### src/design/adff_pkg.sv
// ----------------------------------------------------------------------------
// adff_pkg
// shared types and constants for the adjacent duplicate field filter
// ----------------------------------------------------------------------------
package adff_pkg;

	localparam int BYTE_W = 8;
	localparam int CFG_IDX_W = 1;

	typedef logic [BYTE_W-1:0] byte_t;
	typedef logic [CFG_IDX_W-1:0] cfg_idx_t;

	// register indexes
	localparam cfg_idx_t CFG_SEPARATOR = 1'd0;
	localparam cfg_idx_t CFG_LINE_END  = 1'd1;

	localparam byte_t SEPARATOR_RESET = 8'd32;
	localparam byte_t LINE_END_RESET  = 8'd10;

	// sequencer states, one-hot
	typedef enum logic [5:0] {
		S_IDLE = 6'b000001,
		S_CMP  = 6'b000010,
		S_SEP  = 6'b000100,
		S_RD   = 6'b001000,
		S_WR   = 6'b010000,
		S_EOL  = 6'b100000
	} state_t;

endpackage

### src/design/adjacent_duplicate_field_filter_core.sv
// ----------------------------------------------------------------------------
// adjacent_duplicate_field_filter_core
// drops a field equal to the one before it in the same line and rejoins the
// rest with single separators
// ----------------------------------------------------------------------------
//
//  channel | handshake               | payload
//  --------+-------------------------+-------------------------------------
//  in      | in_valid / in_ready     | char_in
//  out     | out_valid / out_ready   | char_out, run_last, token_truncated
//  cfg     | cfg_valid / cfg_ready   | cfg_index, cfg_data
//
// an ordinary byte first reads the previous field's byte at the same position
// from the token memory, then compares it and writes the byte back.
// a field end reads each emitted byte from memory and then loads it into the
// output register, and loads a separator or line end into the output register.
// reset clears all control state; the token memory itself is not cleared.
// a stalled output holds the sequencer, and no item is accepted until every
// byte caused by the current item is in the output register.
// ----------------------------------------------------------------------------
module adjacent_duplicate_field_filter_core #(
	parameter int MAX_TOKEN = 32
) (
	input  logic                clk,
	input  logic                arst_n,
	input  logic                in_valid,
	output logic                in_ready,
	input  adff_pkg::byte_t     char_in,
	output logic                out_valid,
	input  logic                out_ready,
	output adff_pkg::byte_t     char_out,
	output logic                run_last,
	output logic                token_truncated,
	input  logic                cfg_valid,
	output logic                cfg_ready,
	input  adff_pkg::cfg_idx_t  cfg_index,
	input  adff_pkg::byte_t     cfg_data
);
	import adff_pkg::*;

	localparam int LEN_W  = $clog2(MAX_TOKEN + 1);
	localparam int IDX_W  = (MAX_TOKEN > 1) ? $clog2(MAX_TOKEN) : 1;
	localparam int ADDR_W = IDX_W + 1;
	localparam int DEPTH  = 2 << IDX_W;

	// configuration registers
	byte_t sep_q;
	byte_t eol_q;

	// field bookkeeping
	state_t            state_q;
	logic [LEN_W-1:0]  cur_len_q;
	logic [LEN_W-1:0]  prev_len_q;
	logic              half_q;
	logic              match_q;
	logic              line_out_q;
	logic              ovf_q;
	logic              eol_pend_q;   // field end was caused by a line end
	byte_t             ch_q;
	logic [IDX_W-1:0]  k_q;          // emit position within the field

	// output register
	logic  out_valid_q;
	byte_t char_out_q;
	logic  run_last_q;
	logic  trunc_q;

	// token memory: two halves, current field and previous field
	byte_t             mem [DEPTH];
	byte_t             rd_data_q;
	logic              mem_re;
	logic              mem_we;
	logic [ADDR_W-1:0] raddr;
	logic [ADDR_W-1:0] waddr;

	logic             in_fire;
	logic             is_eol;
	logic             is_sep;
	logic             has_room;
	logic             dup;
	logic             out_free;
	logic             out_load;     // output register takes a new item
	logic [LEN_W-1:0] k_next;
	logic             k_done;

	assign in_ready  = (state_q == S_IDLE);
	assign in_fire   = in_valid && in_ready;
	assign cfg_ready = 1'b1;
	assign out_free  = !out_valid_q || out_ready;
	assign out_load  = out_free &&
		((state_q == S_SEP) || (state_q == S_WR) || (state_q == S_EOL));

	assign is_eol   = (char_in == eol_q);
	assign is_sep   = (char_in == sep_q);
	assign has_room = (cur_len_q < LEN_W'(MAX_TOKEN));
	assign dup      = match_q && (prev_len_q != '0) && (cur_len_q == prev_len_q);
	assign k_next   = LEN_W'(k_q) + LEN_W'(1);
	assign k_done   = (k_next == cur_len_q);

	assign out_valid       = out_valid_q;
	assign char_out        = char_out_q;
	assign run_last        = run_last_q;
	assign token_truncated = trunc_q;

	// memory access control
	always_comb begin
		mem_re = 1'b0;
		raddr  = {!half_q, cur_len_q[IDX_W-1:0]};
		mem_we = 1'b0;
		waddr  = {half_q, cur_len_q[IDX_W-1:0]};
		unique case (state_q)
			S_IDLE: begin
				// ordinary byte: fetch previous field's byte at this position
				mem_re = in_fire && !is_eol && !is_sep && has_room;
			end
			S_CMP: begin
				mem_we = 1'b1;
			end
			S_RD: begin
				mem_re = 1'b1;
				raddr  = {half_q, k_q};
			end
			default: begin
				mem_re = 1'b0;
			end
		endcase
	end

	always_ff @(posedge clk) begin
		if (mem_we) begin
			mem[waddr] <= ch_q;
		end
		if (mem_re) begin
			rd_data_q <= mem[raddr];
		end
	end

	// configuration writes
	always_ff @(posedge clk or negedge arst_n) begin
		if (!arst_n) begin
			sep_q <= SEPARATOR_RESET;
			eol_q <= LINE_END_RESET;
		end else if (cfg_valid && cfg_ready) begin
			unique case (cfg_index)
				CFG_SEPARATOR: sep_q <= cfg_data;
				CFG_LINE_END:  eol_q <= cfg_data;
				default:       sep_q <= sep_q;
			endcase
		end
	end

	// payload capture
	always_ff @(posedge clk) begin
		if (in_fire) begin
			ch_q <= char_in;
		end
	end

	// sequencer and output register
	always_ff @(posedge clk or negedge arst_n) begin
		if (!arst_n) begin
			state_q     <= S_IDLE;
			cur_len_q   <= '0;
			prev_len_q  <= '0;
			half_q      <= 1'b0;
			match_q     <= 1'b1;
			line_out_q  <= 1'b0;
			ovf_q       <= 1'b0;
			eol_pend_q  <= 1'b0;
			k_q         <= '0;
			out_valid_q <= 1'b0;
			char_out_q  <= '0;
			run_last_q  <= 1'b0;
			trunc_q     <= 1'b0;
		end else begin
			if (out_load) begin
				out_valid_q <= 1'b1;
			end else if (out_valid_q && out_ready) begin
				out_valid_q <= 1'b0;
			end
			unique case (state_q)
				S_IDLE: begin
					if (in_fire) begin
						eol_pend_q <= is_eol;
						k_q        <= '0;
						if (is_eol || is_sep) begin
							// line end takes priority over separator
							if (cur_len_q != '0) begin
								if (dup) begin
									// duplicate: becomes previous field, no output
									prev_len_q <= cur_len_q;
									half_q     <= !half_q;
									cur_len_q  <= '0;
									match_q    <= 1'b1;
									ovf_q      <= 1'b0;
									state_q    <= is_eol ? S_EOL : S_IDLE;
								end else if (line_out_q) begin
									state_q <= S_SEP;
								end else begin
									state_q <= S_RD;
								end
							end else if (is_eol) begin
								state_q <= S_EOL;
							end
						end else if (has_room) begin
							state_q <= S_CMP;
						end else begin
							ovf_q <= 1'b1;
						end
					end
				end
				S_CMP: begin
					// compare with previous field's byte, then store
					if (!(cur_len_q < prev_len_q) || (rd_data_q != ch_q)) begin
						match_q <= 1'b0;
					end
					cur_len_q <= cur_len_q + LEN_W'(1);
					state_q   <= S_IDLE;
				end
				S_SEP: begin
					if (out_free) begin
						char_out_q  <= sep_q;
						run_last_q  <= 1'b0;
						trunc_q     <= 1'b0;
						state_q     <= S_RD;
					end
				end
				S_RD: begin
					state_q <= S_WR;
				end
				S_WR: begin
					if (out_free) begin
						char_out_q  <= rd_data_q;
						run_last_q  <= k_done && !eol_pend_q;
						trunc_q     <= ovf_q;
						if (k_done) begin
							// field emitted, it becomes the previous field
							prev_len_q <= cur_len_q;
							half_q     <= !half_q;
							cur_len_q  <= '0;
							match_q    <= 1'b1;
							ovf_q      <= 1'b0;
							line_out_q <= 1'b1;
							state_q    <= eol_pend_q ? S_EOL : S_IDLE;
						end else begin
							k_q     <= k_next[IDX_W-1:0];
							state_q <= S_RD;
						end
					end
				end
				S_EOL: begin
					if (out_free) begin
						char_out_q  <= eol_q;
						run_last_q  <= 1'b1;
						trunc_q     <= 1'b0;
						prev_len_q  <= '0;
						line_out_q  <= 1'b0;
						state_q     <= S_IDLE;
					end
				end
				default: begin
					state_q <= S_IDLE;
				end
			endcase
		end
	end

endmodule
### config.mk
export PLATFORM = sky130hd
export DESIGN_NAME = adjacent_duplicate_field_filter_core
export DESIGN_NICKNAME = d
export VERILOG_FILES = /design/src/design/adff_pkg.sv /design/src/design/adjacent_duplicate_field_filter_core.sv
export SDC_FILE = /design/constraint.sdc
export NUM_CORES = 1
export LEC_CHECK = 0
export BUFFER_PORTS_ARGS = -buffer_cell sky130_fd_sc_hd__clkbuf_2
export CAP_MARGIN = 5
export CORE_MARGIN = 1.5
export CORE_UTILIZATION = 45
export CTS_CLUSTER_DIAMETER = 60
export CTS_CLUSTER_SIZE = 24
export DETAILED_ROUTE_END_ITERATION = 8
export GPL_TIMING_DRIVEN = 0
export PLACE_DENSITY_LB_ADDON = 0.2
export SYNTH_ARGS = -nofsm -noshare
export SYNTH_HDL_FRONTEND = slang
export SYNTH_SLANG_ARGS = --single-unit
### constraint.sdc
create_clock -name clk -period 5.75 [get_ports clk]
set_input_delay 0.2875 -clock clk [delete_from_list [all_inputs] [get_ports clk]]
set_output_delay 0.2875 -clock clk [all_outputs]
set_load 0.02 [all_outputs]
Word level (Yosys, flattened, before mapping):

Memories as Yosys holds them, arrays and structs flattened. A register that Yosys moved wholly into a read port is not among the register bits.
Cells that the tools add are included.

* bitwise gates (word level): 1
* reductions and logical operators: 43
* mux-type cells: 74
* eq/ne operators: 27
* $lt $le $gt $ge: 2
* add/subtract/negate cells: 2

Operators with widths (count)
* $mux W6: 26
* $pmux W6 S3: 2
* $pmux W6 S5: 1
* $mux W1: 29
* $mux W8: 3
* $pmux W8 S3: 1
* $reduce_and A7 Y1: 3
* $eq A8 B8 Y1: 2
* $reduce_and A8 Y1: 2
* $mux W5: 3
* $eq A6 B6 Y1: 2
* $ne A2 B2 Y1 const B: 6
* $reduce_and A4 Y1: 3
* $reduce_bool A6 Y1: 2
* $ne A2 B1 Y1 const B: 5
* $pmux W1 S2: 5
* $pmux W5 S2: 1
* $logic_and A1 B1 Y1: 9
* $reduce_bool A3 Y1: 3
* $ne A8 B8 Y1: 1
* $reduce_bool A2 Y1: 4
* $add A5 B1 Y6 const B: 1
* $add A6 B1 Y6 const B: 1
* $eq A6 B1 Y1 const B: 1
* other kinds (20): 33

* output and inout port bits: 13
* bits of input ports: 22
* memory bits (writable): 512
* memories: 1
* logic and storage cells: 166
* bits in registers: 63

Memories
* mem: depth 64, bits a word 8, rd ports 1, clocked after Yosys merged registers in 1, wr ports 1, RTL line adjacent_duplicate_field_filter_core.sv:69 `byte_t mem [DEPTH];`

Depth between registers and ports, before layout:

* depth in word-level cells: 8
* mapped depth: 12
* depth with buffers taken out: 8

Worst setup path before layout:

OpenSTA, ideal clock, no wires.

* kind: register -> register
* from: register state_q[2]
* to: register rd_data_q[6], read port of mem, data pin
* path buffers: 3
* stages on the path, launching flop included: 11
* setup time: 0.176 ns
* slack: 2.966 ns
* clock period less this slack: 2.784 ns
* required time: 5.574 ns
* arrival time: 2.608 ns
* cell sequence: dfrtp_1 buf_6 or4_1 buf_2 nor2_2 mux2i_1 clkbuf_1 o21ai_0 o41ai_1 nor3_1 nor4_1

* cells in the longest elaborated chain, start to end: 6
* elaborated cells on any way between the ends: 8
* those cells by class: 2 x eq/ne; 2 x mux; 4 x reduce/logical

Ends and longest elaborated chain
* from (decl): RTL line adjacent_duplicate_field_filter_core.sv:51 `state_t state_q;`
* from (signal assigned): RTL line adjacent_duplicate_field_filter_core.sv:196 `state_q <= is_eol ? S_EOL : S_IDLE;`
* from (signal assigned): RTL line adjacent_duplicate_field_filter_core.sv:244 `state_q <= eol_pend_q ? S_EOL : S_IDLE;`
* $eq A6 B1 Y1: RTL line adjacent_duplicate_field_filter_core.sv:86, adjacent_duplicate_field_filter_core.sv:111
* $logic_and A1 B1 Y1: RTL line adjacent_duplicate_field_filter_core.sv:87 `assign in_fire = in_valid && in_ready;`
* $logic_and A1 B1 Y1 (3 in series): RTL line adjacent_duplicate_field_filter_core.sv:114 `mem_re = in_fire && !is_eol && !is_sep && has_room;`
* $pmux W1 S2: RTL line adjacent_duplicate_field_filter_core.sv:111 `unique case (state_q)`
* to (decl): RTL line adjacent_duplicate_field_filter_core.sv:70 `byte_t rd_data_q;`

Several ways; a longest one is shown, not always the timed one.
A chain may end at the register's enable or synchronous reset.

Final worst setup path:

* from: register state_q[4]
* to: register rd_data_q[6], read port of mem, data pin

The elaborated chain is that of the path after synthesis.

==> results.py <==
metrics = {
    "power": {
        "leakagePower_nw": 9.102,
        "p_total_w": 0.01112,
        "ir_worst_vdd_uv": 458.2,
        "cellPowerDensity_nw_per_um2": 409.5,
    },
    "routing": {
        "drc": 0,
        "dr.pass1.iters": 6,
        "ant_nets": 0,
        "vias": 15400,
        "viasPerCell": 6.231,
        "first_iter_violations": 1639,
        "wire_per_inst_um": 26.72,
        "routed_wl_um": 66040,
    },
    "timing": {
        "final.setup.tns_ps": 0,
        "tightest_slew_ps": 1339,
        "hold_viol": 0,
        "timing.final.crit_share_pct": 83.34,
        "hold_slack_ps": 103.3,
        "fin_skew_ps": 30.91,
        "fin_ws_ps": 957.9,
        "rsz0062_at_grt": "false",
        "slew_headroom_pct": 10.30,
        "fmax_mhz": 208.7,
        "min_period_ps": 4792,
        "setup_viol": 0,
        "maxSlewViolCount": 0,
    },
    "floorplanning": {
        "start_util_pct": 45.52,
        "die_x_um": 233.6,
        "coreArea_sq_um": 52550,
        "dieArea_sq_um": 54550,
        "rows": 84,
        "die_height_um": 233.6,
        "num_io_pins": 35,
    },
    "yosys": {
        "synth_fp_nets": 1666,
        "synthAdderAreaFrac_pct": 0.4707,
        "synth_seq_cells": 583,
        "synth_edf_count": 528,
        "synth-compound-area-share_pct": 12.25,
        "synth.distinct_cells": 72,
        "synthFlopType": "edfxtp_1",
        "synth_top_family_by_area": "compound AO/OA/AOI/OAI gates",
        "syn_inst": 1635,
        "ys_warn_count": 0,
        "synth_xor_xnor_area_share_pct": 1.281,
        "avgSynthCellArea_sq_um": 14.63,
        "seq_area_frac_synth_pct": 72.06,
        "muxShareOfSynthArea_pct": 3.609,
        "netlist_area_sq_um": 23920,
        "synthArstFlopShare_pct": 9.434,
        "synth-simple-area-share_pct": 7.803,
    },
    "job": {
        "cap_violations": 0,
    },
    "critical_path": {
        "cp_max_fo": 10,
        "end_kind": "flop",
        "required_ps": 6050,
        "cp.arrival_ps": 5090,
        "path_class": "flop to flop",
        "cp-start-kind": "flop",
    },
    "final_layout": {
        "multi_input_area_sq_um": 6083,
        "drive_gt1_share_pct": 11.61,
        "n_fill_cell": 4380,
        "fin_area_sq_um": 27150,
        "nNetsFinal": 1782,
        "seq_area_sq_um": 17240,
        "syn_to_final_growth_pct": 13.50,
        "n_antenna_cell": 0,
    },
    "place": {
        "place_hpwl_um": 46600,
        "io_buffers": 33,
        "gp_congestion": 0.8740,
        "place_ws_ps": 1070,
        "dpl_cell_area_sq_um": 25560,
    },
    "clocking": {
        "clk_pin_slew_ps": 80,
        "post_cts_resize_count": 0,
        "cts_tree": "yes",
        "clk_path_buf_depth": 3,
        "cts_buffers": 40,
        "cts_sinks": 583,
        "cts_max_level": 2,
        "clk_latency_ps": 600,
        "clock-root-buffer": "clkbuf_16",
    },
    "outcome": {
        "status": "finished, final reports clean",
    },
    "grt": {
        "grt_max_degree": 56,
        "grt_usage_pct": 24.26,
        "antenna_found_initial": 0,
        "gr-total-overflow": 0,
        "grt_pass1_wl_um": 95800,
        "grt_pass1_vias": 14910,
    },
    "hold_path": {
        "hold_class": "input port to flop",
    },
}
-- logic make-up after synthesis --
logic type,count (synthesis)
other,1
buffers and inverters,124
AO/OA/AOI/OAI,420
adder cells (fa/ha/maj),9
XOR/XNOR,35
multiplexers,84
AND/OR/NAND/NOR,379
flip-flops,583
-- cell type report --
class | instances | share of cell area [%]
flip-flops and latches | 583 | 63.48
multi-input cells | 928 | 22.40
clock buffers | 45 | 3.912
repair buffers | 74 | 3.474
well taps | 688 | 3.170
plain buffers | 109 | 2.009
clock inverters | 29 | 1.341
inverters | 15 | 0.2074
-- state kept, by name (all words and copies together), names as in the netlist --
register         flops
prev_len_q           6
cur_len_q            6
run_last             1
k_q                  5
token_truncated      1
half_q               1
char_out             8
state_q              6
eol_pend_q           1
ovf_q                1
out_valid            1
match_q              1
eol_q                8
rd_data_q            8
mem                512
line_out_q           1
ch_q                 8
sep_q                8
-- repair_timing --
action	CTS	global route
setup buffers	0	0
hold buffers	17	0
hold endpoints to repair	74	0
-- stage by stage --
| stage | util (%) | std cells |
|---|---|---|
| global placement | 47.48 | 2356 |
| finish | 51.67 | 2471 |
| floorplan | - | 1635 |
| CTS | 51.67 | 2471 |
| detailed placement | 48.63 | 2380 |
| global route | 51.67 | 2471 |
-- per-layer routing --
| metal | GRT usage, % | part of all wire, % | wire (um) |
|---|---|---|---|
| met1 | 32.84 | 41 | 27400 |
| met2 | 39.48 | 47 | 31010 |
| met3 | 3.418 | 7.4 | 4914 |
| met4 | 9.836 | 4.1 | 2716 |
| met5 | 0 | 0 | 0 |
-- path summary, 6_finish.rpt --
kind,from,endpoint,slack (ps),cells past startpoint
min in group asynchronous,arst_n,k_q[0],350,2
max in group asynchronous,arst_n,sep_q[7],4910,2
worst max-delay path,state_q[4],rd_data_q[6],960,9
worst min-delay path,in_valid,state_q[1],100,3
worst min register to register,token_truncated,token_truncated,480,2
worst max register to register,state_q[4],rd_data_q[6],960,9
-- cell usage in the layout (no fill, tap or decap), types with 20 or more instances in the layout --
cell       count
edfxtp_1     528
nand2_1      100
o22ai_1       91
nor2_1        87
clkbuf_1      70
mux2i_1       66
a211oi_1      65
nand3_1       61
o221ai_1      57
a21oi_1       52
dfrtp_1       50
clkbuf_16     42
o21ai_0       40
and3_1        36
clkbuf_2      34
a311oi_1      34
xnor2_1       26
nor4_1        20
buf_16        20
-- critical path, stage by stage, from the launching register on --
cell	delay, ps
dfrtp_1	470
or4_1	550
buf_2	200
nor2_2	310
mux2i_1	700
clkbuf_1	440
o21ai_0	240
o41ai_1	860
nor3_1	100
nor4_1	640
-- power by group --
group	leakage [nW]	switching, W	internal (W)
logic	2.95	0.00193	0.000985
clock network	0.690	0.00160	0.00156
registers	5.46	0.000134	0.00492
total	9.10	0.00366	0.00746
-- Yosys cell counts, types with 5 or more instances --
cell type | number | area share, %
a211oi_1 | 65 | 2.0
a21o_1 | 19 | 0.60
a21oi_1 | 52 | 1.1
a22oi_1 | 9 | 0.28
a311oi_1 | 34 | 1.2
a31oi_1 | 10 | 0.26
and2_1 | 5 | 0.13
and3_1 | 36 | 0.94
buf_1 | 6 | 0.094
buf_2 | 14 | 0.29
buf_4 | 9 | 0.28
buf_6 | 11 | 0.52
clkbuf_1 | 67 | 1.1
dfrtp_1 | 50 | 5.2
dfstp_2 | 5 | 0.55
edfxtp_1 | 528 | 66
ha_1 | 9 | 0.47
inv_1 | 14 | 0.22
mux2_2 | 18 | 0.85
mux2i_1 | 66 | 2.8
nand2_1 | 100 | 1.6
nand2b_1 | 5 | 0.13
nand3_1 | 61 | 1.3
nand4_1 | 10 | 0.26
nor2_1 | 87 | 1.4
nor2b_1 | 7 | 0.18
nor3_1 | 15 | 0.31
nor4_1 | 20 | 0.52
o21ai_0 | 40 | 0.84
o21ai_1 | 11 | 0.23
o221ai_1 | 57 | 2.1
o22ai_1 | 91 | 2.4
or2_2 | 6 | 0.16
xnor2_1 | 26 | 0.95
xor2_1 | 9 | 0.33
Note: power is estimated with default switching activity, not from simulation.
